`src/sv/wlf_pkg.sv`:
```
// types and constants shared by the weight limited fifo modules
`default_nettype none

package wlf_pkg;

    localparam int CNT_W   = 5;
    localparam int MASS_W  = 16;
    localparam int SRC_W   = 16;
    localparam int WT_W    = 24;
    localparam int ITEM_W  = MASS_W + SRC_W;
    localparam int CFG_A_W = 2;

    localparam logic [CFG_A_W-1:0] CFG_SLOTS    = 2'd0;
    localparam logic [CFG_A_W-1:0] CFG_WT_LIMIT = 2'd1;
    localparam logic [CFG_A_W-1:0] CFG_CAPACITY = 2'd2;

    localparam logic [CNT_W-1:0] SLOTS_RST    = 5'd16;
    localparam logic [WT_W-1:0]  WT_LIMIT_RST = 24'hFFFFFF;
    localparam logic [WT_W-1:0]  CAPACITY_RST = 24'hFFFFFF;

    localparam logic KIND_PUT  = 1'b0;
    localparam logic KIND_TAKE = 1'b1;

    typedef enum logic [1:0] {
        ST_DONE     = 2'd0,
        ST_REFUSED  = 2'd1,
        ST_EMPTY    = 2'd2,
        ST_OVERSIZE = 2'd3
    } status_t;

    typedef enum logic {
        S_IDLE = 1'b0,
        S_EXEC = 1'b1
    } ctrl_state_t;

    typedef struct packed {
        logic capture;
        logic exec;
    } ctrl_cmd_t;

    typedef struct packed {
        logic out_full;
    } dp_sts_t;

endpackage

`default_nettype wire

```
`src/sv/wlf_ctrl.sv`:
```
// request sequencing state machine
`default_nettype none

module wlf_ctrl (
    input  wire logic               clk,
    input  wire logic               rst_n,
    input  wire logic               in_valid,
    output logic                    in_ready,
    input  wire wlf_pkg::dp_sts_t   sts,
    output wlf_pkg::ctrl_cmd_t      cmd
);

    wlf_pkg::ctrl_state_t state_reg;
    wlf_pkg::ctrl_state_t state_next;

    always_ff @(posedge clk or negedge rst_n)
    begin
        if (!rst_n)
        begin
            state_reg <= wlf_pkg::S_IDLE;
        end
        else
        begin
            state_reg <= state_next;
        end
    end

    always_comb
    begin
        state_next  = state_reg;
        in_ready    = 1'b0;
        cmd.capture = 1'b0;
        cmd.exec    = 1'b0;
        unique case (state_reg)
            wlf_pkg::S_IDLE:
            begin
                in_ready    = !sts.out_full;
                cmd.capture = in_valid && !sts.out_full;
                if (in_valid && !sts.out_full)
                begin
                    state_next = wlf_pkg::S_EXEC;
                end
            end
            wlf_pkg::S_EXEC:
            begin
                cmd.exec   = 1'b1;
                state_next = wlf_pkg::S_IDLE;
            end
        endcase
    end

endmodule

`default_nettype wire

```
`src/sv/wlf_dp.sv`:
```
// item store, occupancy and budget datapath with result register
`default_nettype none

module wlf_dp #(
    parameter int DEPTH = 16
) (
    input  wire logic                          clk,
    input  wire logic                          rst_n,
    input  wire wlf_pkg::ctrl_cmd_t            cmd,
    output wlf_pkg::dp_sts_t                   sts,
    input  wire logic                          kind,
    input  wire logic [wlf_pkg::MASS_W-1:0]    item_mass,
    input  wire logic [wlf_pkg::SRC_W-1:0]     source_id,
    input  wire logic                          cfg_write_en,
    input  wire logic [wlf_pkg::CFG_A_W-1:0]   cfg_index,
    input  wire logic [wlf_pkg::WT_W-1:0]      cfg_data,
    output logic                               out_valid,
    input  wire logic                          out_ready,
    output logic [1:0]                         status,
    output logic                               budget_refilled,
    output logic [wlf_pkg::MASS_W-1:0]         out_mass,
    output logic [wlf_pkg::SRC_W-1:0]          out_source,
    output logic [wlf_pkg::WT_W-1:0]           budget_left,
    output logic [wlf_pkg::CNT_W-1:0]          items_held,
    output logic [wlf_pkg::WT_W-1:0]           mass_held
);

    localparam int PW = (DEPTH > 1) ? $clog2(DEPTH) : 1;

    logic [wlf_pkg::ITEM_W-1:0] mem [DEPTH];
    logic [wlf_pkg::ITEM_W-1:0] rd_data_reg;

    logic [PW-1:0]               head_reg, head_next;
    logic [PW-1:0]               tail_reg, tail_next;
    logic [wlf_pkg::CNT_W-1:0]   count_reg, count_next;
    logic [wlf_pkg::WT_W-1:0]    belt_reg, belt_next;
    logic [wlf_pkg::WT_W-1:0]    budget_reg, budget_next;

    logic [wlf_pkg::CNT_W-1:0]   slots_reg;
    logic [wlf_pkg::WT_W-1:0]    limit_reg;
    logic [wlf_pkg::WT_W-1:0]    cap_reg;

    logic                        kind_reg;
    logic [wlf_pkg::MASS_W-1:0]  mass_reg;
    logic [wlf_pkg::SRC_W-1:0]   src_reg;

    logic                        out_valid_reg;
    wlf_pkg::status_t            status_reg, status_next;
    logic                        refilled_reg, refilled_next;
    logic [wlf_pkg::MASS_W-1:0]  omass_reg, omass_next;
    logic [wlf_pkg::SRC_W-1:0]   osrc_reg, osrc_next;

    logic [wlf_pkg::CNT_W-1:0]   ring;
    logic [PW:0]                 head_inc, tail_inc;
    logic [PW-1:0]               head_adv, tail_adv;
    logic [wlf_pkg::WT_W:0]      put_sum;
    logic [wlf_pkg::MASS_W-1:0]  head_mass;
    logic [wlf_pkg::WT_W-1:0]    base_budget;
    logic                        mem_we;

    // effective ring size, clamped to one..DEPTH
    always_comb
    begin
        priority if (slots_reg == '0)
        begin
            ring = wlf_pkg::CNT_W'(1);
        end
        else if (32'(slots_reg) > DEPTH)
        begin
            ring = wlf_pkg::CNT_W'(DEPTH);
        end
        else
        begin
            ring = slots_reg;
        end
    end

    assign head_inc  = {1'b0, head_reg} + (PW+1)'(1);
    assign tail_inc  = {1'b0, tail_reg} + (PW+1)'(1);
    assign head_adv  = (32'(head_inc) >= 32'(ring)) ? '0 : head_inc[PW-1:0];
    assign tail_adv  = (32'(tail_inc) >= 32'(ring)) ? '0 : tail_inc[PW-1:0];
    assign put_sum   = {1'b0, belt_reg} + (wlf_pkg::WT_W+1)'(mass_reg);
    assign head_mass = rd_data_reg[wlf_pkg::ITEM_W-1:wlf_pkg::SRC_W];

    always_comb
    begin
        head_next     = head_reg;
        tail_next     = tail_reg;
        count_next    = count_reg;
        belt_next     = belt_reg;
        budget_next   = budget_reg;
        status_next   = wlf_pkg::ST_DONE;
        refilled_next = 1'b0;
        omass_next    = '0;
        osrc_next     = '0;
        mem_we        = 1'b0;
        base_budget   = budget_reg;
        if (kind_reg == wlf_pkg::KIND_PUT)
        begin
            if ((count_reg < ring) && (put_sum <= {1'b0, limit_reg}))
            begin
                mem_we     = cmd.exec;
                tail_next  = tail_adv;
                count_next = count_reg + wlf_pkg::CNT_W'(1);
                belt_next  = put_sum[wlf_pkg::WT_W-1:0];
            end
            else
            begin
                status_next = wlf_pkg::ST_REFUSED;
            end
        end
        else if (count_reg == '0)
        begin
            status_next = wlf_pkg::ST_EMPTY;
        end
        else
        begin
            omass_next = head_mass;
            osrc_next  = rd_data_reg[wlf_pkg::SRC_W-1:0];
            if ((wlf_pkg::WT_W'(head_mass) <= budget_reg) ||
                (wlf_pkg::WT_W'(head_mass) <= cap_reg))
            begin
                if (wlf_pkg::WT_W'(head_mass) > budget_reg)
                begin
                    base_budget   = cap_reg;
                    refilled_next = 1'b1;
                end
                budget_next = base_budget - wlf_pkg::WT_W'(head_mass);
                head_next   = head_adv;
                count_next  = count_reg - wlf_pkg::CNT_W'(1);
                belt_next   = (belt_reg >= wlf_pkg::WT_W'(head_mass))
                            ? belt_reg - wlf_pkg::WT_W'(head_mass) : '0;
            end
            else
            begin
                status_next = wlf_pkg::ST_OVERSIZE;
            end
        end
    end

    // item store, head read registered every cycle
    always_ff @(posedge clk)
    begin
        if (mem_we)
        begin
            mem[tail_reg] <= {mass_reg, src_reg};
        end
        rd_data_reg <= mem[head_reg];
    end

    always_ff @(posedge clk or negedge rst_n)
    begin
        if (!rst_n)
        begin
            head_reg      <= '0;
            tail_reg      <= '0;
            count_reg     <= '0;
            belt_reg      <= '0;
            budget_reg    <= '0;
            slots_reg     <= wlf_pkg::SLOTS_RST;
            limit_reg     <= wlf_pkg::WT_LIMIT_RST;
            cap_reg       <= wlf_pkg::CAPACITY_RST;
            out_valid_reg <= 1'b0;
        end
        else
        begin
            if (cfg_write_en)
            begin
                case (cfg_index)
                    wlf_pkg::CFG_SLOTS:    slots_reg <= cfg_data[wlf_pkg::CNT_W-1:0];
                    wlf_pkg::CFG_WT_LIMIT: limit_reg <= cfg_data;
                    wlf_pkg::CFG_CAPACITY: cap_reg   <= cfg_data;
                    default:               ;
                endcase
            end
            if (cmd.exec)
            begin
                head_reg      <= head_next;
                tail_reg      <= tail_next;
                count_reg     <= count_next;
                belt_reg      <= belt_next;
                budget_reg    <= budget_next;
                out_valid_reg <= 1'b1;
            end
            else if (out_ready)
            begin
                out_valid_reg <= 1'b0;
            end
        end
    end

    always_ff @(posedge clk)
    begin
        if (cmd.capture)
        begin
            kind_reg <= kind;
            mass_reg <= item_mass;
            src_reg  <= source_id;
        end
        if (cmd.exec)
        begin
            status_reg   <= status_next;
            refilled_reg <= refilled_next;
            omass_reg    <= omass_next;
            osrc_reg     <= osrc_next;
        end
    end

    assign sts.out_full    = out_valid_reg;
    assign out_valid       = out_valid_reg;
    assign status          = status_reg;
    assign budget_refilled = refilled_reg;
    assign out_mass        = omass_reg;
    assign out_source      = osrc_reg;
    assign budget_left     = budget_reg;
    assign items_held      = count_reg;
    assign mass_held       = belt_reg;

endmodule

`default_nettype wire

```
`src/sv/weight_limited_fifo_with_consumer_budget_core.sv`:
```
// a request is captured into the request registers, executed in the exec state and
// its result registered; requests are handled one at a time, paced by the exec state,
// the registered read of the item store and the single result register
// a new request is taken only once the previous result has left
// reset: pointers, count, belt mass and budget clear, registers take defaults
// item store contents stay undefined until written
`default_nettype none

module weight_limited_fifo_with_consumer_budget_core #(
    parameter int DEPTH = 16
) (
    input  wire logic                          clk,
    input  wire logic                          rst_n,
    input  wire logic                          in_valid,
    output logic                               in_ready,
    input  wire logic                          kind,
    input  wire logic [wlf_pkg::MASS_W-1:0]    item_mass,
    input  wire logic [wlf_pkg::SRC_W-1:0]     source_id,
    output logic                               out_valid,
    input  wire logic                          out_ready,
    output logic [1:0]                         status,
    output logic                               budget_refilled,
    output logic [wlf_pkg::MASS_W-1:0]         out_mass,
    output logic [wlf_pkg::SRC_W-1:0]          out_source,
    output logic [wlf_pkg::WT_W-1:0]           budget_left,
    output logic [wlf_pkg::CNT_W-1:0]          items_held,
    output logic [wlf_pkg::WT_W-1:0]           mass_held,
    input  wire logic                          cfg_write_en,
    input  wire logic [wlf_pkg::CFG_A_W-1:0]   cfg_index,
    input  wire logic [wlf_pkg::WT_W-1:0]      cfg_data
);

    wlf_pkg::ctrl_cmd_t cmd;
    wlf_pkg::dp_sts_t   sts;

    wlf_ctrl u_ctrl (
        .clk      (clk),
        .rst_n    (rst_n),
        .in_valid (in_valid),
        .in_ready (in_ready),
        .sts      (sts),
        .cmd      (cmd)
    );

    wlf_dp #(
        .DEPTH (DEPTH)
    ) u_dp (
        .clk             (clk),
        .rst_n           (rst_n),
        .cmd             (cmd),
        .sts             (sts),
        .kind            (kind),
        .item_mass       (item_mass),
        .source_id       (source_id),
        .cfg_write_en    (cfg_write_en),
        .cfg_index       (cfg_index),
        .cfg_data        (cfg_data),
        .out_valid       (out_valid),
        .out_ready       (out_ready),
        .status          (status),
        .budget_refilled (budget_refilled),
        .out_mass        (out_mass),
        .out_source      (out_source),
        .budget_left     (budget_left),
        .items_held      (items_held),
        .mass_held       (mass_held)
    );

endmodule

`default_nettype wire

```
`config.mk`:
```
export PLATFORM = sky130hd
export DESIGN_NAME = weight_limited_fifo_with_consumer_budget_core
export DESIGN_NICKNAME = d
export VERILOG_FILES = /design/src/sv/wlf_pkg.sv /design/src/sv/wlf_ctrl.sv /design/src/sv/wlf_dp.sv /design/src/sv/weight_limited_fifo_with_consumer_budget_core.sv
export SDC_FILE = /design/constraint.sdc
export NUM_CORES = 1
export LEC_CHECK = 0
export ABC_CLOCK_PERIOD_IN_PS = 9200
export BUFFER_PORTS_ARGS = -buffer_cell sky130_fd_sc_hd__buf_2
export CELL_PAD_IN_SITES_DETAIL_PLACEMENT = 0
export CELL_PAD_IN_SITES_GLOBAL_PLACEMENT = 1
export CORE_MARGIN = 2
export CORE_UTILIZATION = 53
export CTS_CLUSTER_DIAMETER = 200
export DETAILED_ROUTE_END_ITERATION = 12
export PLACE_DENSITY = 0.88
export SYNTH_ARGS = -nofsm -noshare
export SYNTH_HDL_FRONTEND = slang
export SYNTH_SLANG_ARGS = --single-unit
```
`constraint.sdc`:
```
create_clock -name clk -period 9.2 [get_ports clk]
set_input_delay 1.84 -clock clk [delete_from_list [all_inputs] [get_ports clk]]
set_output_delay 1.84 -clock clk [all_outputs]
set_load 0.02 [all_outputs]
```
==> results.md, run 1 <==
* Worst vdd rail ir drop at 0.0002224 V
* Drt wl/cell at 28.91 um
* Maxcap violations at 0
* Unrepaired setup endpoints after global routing: false
* Root Driver: clkbuf_16
* Count of port buffers added during placement at 153
* Power Dens Cells at 332.2 nW/um2
* Gr ovfl total at 0
* Rel. slew slack at 0.1427
* Tcrit/Tclk final at 0.6702
* DRC Markers at 0
* GPL Wtd Cong at 0.9127
* Synth warnings at 0
* Asr flop ratio synth at 0.1593
* Largest fanout on the critical path at 32
* Worst EP arrival at 6.40 ns
* Largest area contributor in the netlist: edfxtp_1
* Reg2reg start: u_dp.mass_reg[0]
* Sequential element share of the synthesized area at 0.6537
* Vias in the first global route at 19,696
* Multi-input logic area at 10,510 um2
* Worst slew pin tran at 1.285 ns
* Flops & latches, synth at 728
* Fillers at 4,292
* Tmin final at 6.166 ns
* HP Class: flip-flop to flip-flop
* Total GRT Usage at 0.2814
* Worst-Skew Late Latency at 0.65 ns
* Post-CTS Setup Inserts at 0
* Total power at 0.01211 W
* Status: finished, final reports clean
* Hold Buf Count CTS at 0
* Leakage at 13.06 nW
* Die area at 62,660 um2
* Core Area at 60,130 um2
* # setup viols final at 0
* Die Ht at 250.3 um
* FP Rows at 90
* Synth Net Count at 2,176
* IO Count at 154
* CTS tree: built
* Critical R2R Capture: u_dp.mem[14][16]
* Number of synthesized flops with an enable pin at 580
* Most frequent cells in the layout: edfxtp_1 (580), mux4_2 (160), buf_2 (152)
* CP Launch Type: flip-flop
* Fmax at 162.2 MHz
* Area share of the largest cell type after synthesis at 0.5416
* First-pass GRT wire length at 129,400 um
* Largest net degree at the start of global routing at 69
* Worst hold start: u_dp.out_valid
* Worst Hold End: u_dp.out_valid
* Layout Nets at 2,356
* Worst-case clock buffer depth at 3
* Antenna cells at 0
* DR vias/cell at 6.458
* Fin. max-slew vios at 0
* Hold path cells at 1
* Sequential Area at 21,030 um2
* Yosys cell types at 82
* Initial DRC Count at 2,082
* CP required at 9.43 ns
* Syn Area/Cell at 16.22 um2
* Final ANT Viol Nets at 0
* Ys flop type: edfxtp_1
* Synth-to-Final Area Change at 13.33%
* Max reg flops at 512
* TritonCTS sink count at 728
* Post-DP HPWL at 53,220 um
* Worst reg-to-reg setup slack at 3.03 ns
* 1st-pass router iterations at 6
* Die Width at 250.3 um
* Setup TNS at 0 ns
* Layout Skew at 0.04989 ns
* Hold Violations, Final at 0
* Antenna violations before repair at 2
* Total CTS buffers at 74
* R2R depth at 19
* Htree depth at 3
* Critical Path Sink Type: flip-flop
* Most common cell after layout, fill and taps aside: edfxtp_1
* Vias at 19,392
* Synth top area cells: edfxtp_1 (54%), mux4_2 (11%), dfrtp_1 (5.2%), ha_1 (4.9%), dfstp_2 (4.0%)
* Worst-path clk slew at 0.06 ns
* Share of cells above drive strength 1 at 0.2747
* Initial Utilization at 0.5347
* Drt total wl at 86,810 um
* Netlist area before placement at 32,160 um2
* Syn Inst Count at 1,982
* Post_cts resized at 0
* WS Path Type: flip-flop to flip-flop
==> worst max-delay path by stage <==
stage | from | endpoint | slack (ns) | cells past startpoint
2_1_floorplan | u_dp.mass_reg[0] | u_dp.mem[1][0] | 1.48 | 18
6_report | u_dp.mass_reg[0] | u_dp.mem[14][16] | 3.03 | 19
3_5_place_dp | u_dp.mass_reg[0] | u_dp.mem[15][3] | 3.24 | 19
3_3_place_gp | u_dp.mass_reg[0] | u_dp.mem[15][6] | 3.34 | 19
5_1_grt | u_dp.mass_reg[0] | u_dp.mem[14][16] | 2.65 | 19
4_1_cts | u_dp.mass_reg[0] | u_dp.mem[14][16] | 3.19 | 19
==> per-layer routing <==
metal / global-route usage / vias up / wire length (um)
li1: - / 8197 / -
met1: 0.3710 / 9897 / 33200
met2: 0.4647 / 1084 / 42980
met3: 0.04468 / 214 / 6745
met4: 0.1280 / 0 / 3878
met5: 0 / - / 0
==> cell type report <==
type,instances,share of cell area
multi-input combinational,1078,0.2884
inverter,100,0.01030
clock inverter,42,0.01648
timing repair buffer,180,0.02664
sequential,728,0.5771
clock buffer,93,0.05418
tap,782,0.02685
==> synthesized netlist by cell type (5+ instances only) <==
master,count
o211ai_1,17
inv_1,100
buf_1,12
a2111oi_0,5
and2_1,20
clkbuf_1,57
mux4_2,160
nand3b_1,5
a221oi_1,5
xor2_1,18
o21a_1,11
dfxtp_1,32
and4_1,8
ha_1,126
a22oi_1,5
nand2_1,86
nand2b_1,11
xnor2_1,35
edfxtp_1,580
or4_1,5
nor4_1,12
nand4_1,18
dfrtp_1,67
mux2_2,60
nor3_1,43
or3_1,10
a211oi_1,15
a21o_1,27
nor2_1,60
o2111ai_1,5
a31oi_1,11
o21ai_0,83
and3_1,12
a21oi_1,63
dfstp_2,49
a22o_1,10
or2_2,8
nand3_1,29
o31ai_1,7
nor2b_1,13
==> stage by stage <==
stage	setup slack, ns	instance area, um2	instances	hold slack (ns)	utilization
3_3_place_gp	3.337	33870	2868	0.4889	0.5632
2_1_floorplan	1.484	32160	1982	0.4814	-
6_report	3.034	36440	3003	0.5088	0.6061
4_1_cts	3.188	36440	3003	0.5130	0.6061
3_5_place_dp	3.242	33870	2868	0.4905	0.5632
5_1_grt	2.646	36440	3003	0.5322	0.6061
==> worst max-delay path, stage by stage, from the launching register on <==
cell and delay [ns]:
edfxtp_1 0.70, ha_1 0.30, inv_1 0.07, fa_1 0.40
nor2b_1 0.16, o31a_1 0.27, o2111ai_1 0.19, a21oi_1 0.35
or2_1 0.25, nand3_1 0.14, xnor2_1 0.18, ha_1 0.30
a21o_1 0.16, a21oi_1 0.18, nand3b_1 0.10, o21ai_0 0.33
o211a_1 0.21, buf_4 0.32, nand2_1 0.24, nor2_4 0.90
==> cells by family (layout without fill, tap and decap cells) <==
logic type | Yosys count | count (layout) | share of synthesized area
multiplexers | 226 | 226 | 0.1353
AND/OR/NAND/NOR | 360 | 360 | 0.05992
XOR/XNOR | 53 | 53 | 0.01444
adder cells (fa/ha/maj) | 130 | 130 | 0.05152
buffers and inverters | 176 | 415 | 0.02128
AO/OA/AOI/OAI | 309 | 309 | 0.06385
flip-flops | 728 | 728 | 0.6537
==> power by group <==
group,switching [W],internal [W],leakage (nW)
clock,0.00134,0.00186,1.23
combinational,0.00251,0.00195,4.99
sequential,0.000490,0.00395,6.83
No activity file was read; power rests on OpenSTA's default activity.
==> run 2, diff against run 1 <==
--- a/config.mk
+++ b/config.mk
@@ -5,7 +5,7 @@
 export SDC_FILE = /design/constraint.sdc
 export NUM_CORES = 1
 export LEC_CHECK = 0
-export ABC_CLOCK_PERIOD_IN_PS = 9200
+export ABC_CLOCK_PERIOD_IN_PS = 5900
 export BUFFER_PORTS_ARGS = -buffer_cell sky130_fd_sc_hd__buf_2
 export CELL_PAD_IN_SITES_DETAIL_PLACEMENT = 0
 export CELL_PAD_IN_SITES_GLOBAL_PLACEMENT = 1
==> constraint.sdc (replaced) <==
create_clock -name clk -period 5.9 [get_ports clk]
set_input_delay 1.18 -clock clk [delete_from_list [all_inputs] [get_ports clk]]
set_output_delay 1.18 -clock clk [all_outputs]
set_load 0.02 [all_outputs]
==> results.md, run 2 (synthesized netlist as in run 1, its figures left out) <==
* Die Width at 250.3 um (unchanged)
* Initial DRC Count at 1,979 (-4.9%)
* DRC Markers at 0 (unchanged)
* Critical Path Sink Type: flip-flop
* Total CTS buffers at 73 (-1.4%)
* Fillers at 4,219 (-1.7%)
* Layout Skew at 0.02888 ns (-0.02101 ns)
* Worst slew pin tran at 1.129 ns (-0.1559 ns)
* Worst vdd rail ir drop at 0.0003758 V (+69%)
* Gr ovfl total at 0 (unchanged)
* HP Class: flip-flop to flip-flop
* CP max-delay cell: edfxtp_1
* Largest fanout on the critical path at 20 (-38%)
* CP Launch Type: flip-flop
* Core Area at 60,130 um2 (unchanged)
* Share of cells above drive strength 1 at 0.2907 (+0.01606)
* Initial Utilization at 0.5347 (unchanged)
* Worst-case clock buffer depth at 3 (unchanged)
* Status: finished, final reports clean
* DR vias/cell at 6.344 (-1.8%)
* Tcrit/Tclk final at 0.9574 (+0.2872)
* Rel. slew slack at 0.2476 (+0.1049)
* FP Rows at 90 (unchanged)
* Maxcap violations at 0 (unchanged)
* Worst path bufs/invs at 2 (unchanged)
* Post-DP HPWL at 54,150 um (+1.7%)
* Most common cell after layout, fill and taps aside: edfxtp_1
* Tmin final at 5.649 ns (-0.5170 ns)
* Count of port buffers added during placement at 153 (unchanged)
* Die Ht at 250.3 um (unchanged)
* Worst-path clk slew at 0.06 ns (about the same)
* Largest net degree at the start of global routing at 129 (+87%)
* 1st-pass router iterations at 6 (unchanged)
* Fmax at 177.0 MHz (+9.2%)
* Htree depth at 3 (unchanged)
* WS Path Type: flip-flop to flip-flop
* Largest stage delay, worst path at 0.61 ns (-0.29 ns)
* Cell Chain, Critical Path: ha_1 > or3_1 > or2_2 > o311a_1 > a21oi_1 > o21a_1 > nand2b_1 > xnor2_1 > ha_1 > nand3_1 > nor4_1 > a22oi_1 > o21ai_0 > buf_4 > o211a_2 > nand2_1 > nor3b_4 > buf_4
* Vias at 19,304 (-0.45%)
* Most frequent cells in the layout: edfxtp_1 (580), mux4_2 (160), buf_2 (152)
* Vias in the first global route at 19,930 (+1.2%)
* Total GRT Usage at 0.2800 (-0.001479)
* Worst-Skew Late Latency at 0.64 ns (about the same)
* CP required at 6.20 ns (-3.23 ns)
* CTS tree: built
* Max reg flops at 512 (unchanged)
* CP top delay family: simple AND/OR/NAND/NOR gates
* Final core area utilization at 0.6135 (+0.007428)
* Fin. max-slew vios at 0 (unchanged)
* Setup TNS at 0 ns (unchanged)
* Drt wl/cell at 28.41 um (-1.7%)
* Drt total wl at 86,460 um (-0.41%)
* Synth-to-Final Area Change at 14.72%
* # setup viols final at 0 (unchanged)
* First-pass GRT wire length at 129,300 um (-0.13%)
* Power Dens Cells at 510.6 nW/um2 (+54%)
* Leakage at 13.29 nW (+1.8%)
* TritonCTS sink count at 728 (unchanged)
* Root Driver: clkbuf_16
* Worst EP arrival at 5.95 ns (-0.45 ns)
* Final ANT Viol Nets at 0 (unchanged)
* Hold Violations, Final at 0 (unchanged)
* Antenna violations before repair at 2 (unchanged)
* GPL Wtd Cong at 0.9566 (+4.8%)
* Die area at 62,660 um2 (unchanged)
* IO Count at 154 (unchanged)
* Layout Nets at 2,393 (+1.6%)
* Unrepaired setup endpoints after global routing: false
==> run 2: power breakdown <==
part	internal (W)	total (W)	switching, W	leakage, nW
Sequential	0.00616	0.00689	0.000726	6.83
Combinational	0.00311	0.00704	0.00392	5.20
Clock	0.00287	0.00491	0.00204	1.26
Total	0.0121	0.0188	0.00669	13.3
==> run 2: cell type report <==
type | instances | area [um2] | share of cell area
repair buffers | 218 | 1381 | 0.03744
clock buffers | 100 | 2091 | 0.05667
well taps | 782 | 978.4 | 0.02652
diodes | 1 | 2.502 | 0.00006783
clock inverters | 36 | 484.2 | 0.01313
multi-input cells | 1078 | 10550 | 0.2858
flip-flops and latches | 728 | 21030 | 0.5701
inverters | 100 | 375.4 | 0.01018
==> run 2: repair_timing <==
item	4_1_cts	5_1_grt
hold buffers	0	0
setup endpoints to repair	0	132
buffers inserted	0	5
gates resized for setup	0	2
hold endpoints to repair	0	0
==> run 2: final timing paths <==
path,startpoint,endpoint,slack (ns),depth (start not counted)
setup / recovery,u_dp.mass_reg[5],u_dp.mem[7][5],0.25,18
min in group asynchronous,rst_n,u_dp.budget_left[0],0.53,1
max in group asynchronous,rst_n,u_dp.head_reg[0],4.23,2
hold reg to reg,u_dp.rd_data_reg[2],u_dp.out_source[2],0.51,1
setup reg to reg,u_dp.mass_reg[5],u_dp.mem[7][5],0.25,18
hold / removal,u_dp.rd_data_reg[2],u_dp.out_source[2],0.51,1
==> run 2: per-stage QoR <==
step | total power, W | instance area (um2) | hold WS [ns] | setup slack (ns) | instances
final | 0.01884 | 36890 | 0.5085 | 0.2513 | 3043
after global routing | 0.01977 | 36890 | 0.5239 | 0.005976 | 3042
after CTS | 0.01886 | 36850 | 0.5061 | 0.1366 | 3037
after detailed placement | 0.01388 | 34280 | 0.4887 | 0.2700 | 2901
after global placement | 0.01374 | 34280 | 0.4846 | 0.4150 | 2901
after floorplan | 0.01177 | 32190 | 0.4814 | 0.07874 | 1982
==> run 2: routing by layer <==
| metal | vias up | global-route usage | wire length [um] |
|---|---|---|---|
| li1 | 8270 | - | - |
| met5 | - | 0 | 12 |
| met4 | 2 | 0.1141 | 3422 |
| met1 | 9865 | 0.3710 | 33400 |
| met2 | 971 | 0.4660 | 42950 |
| met3 | 196 | 0.04479 | 6671 |
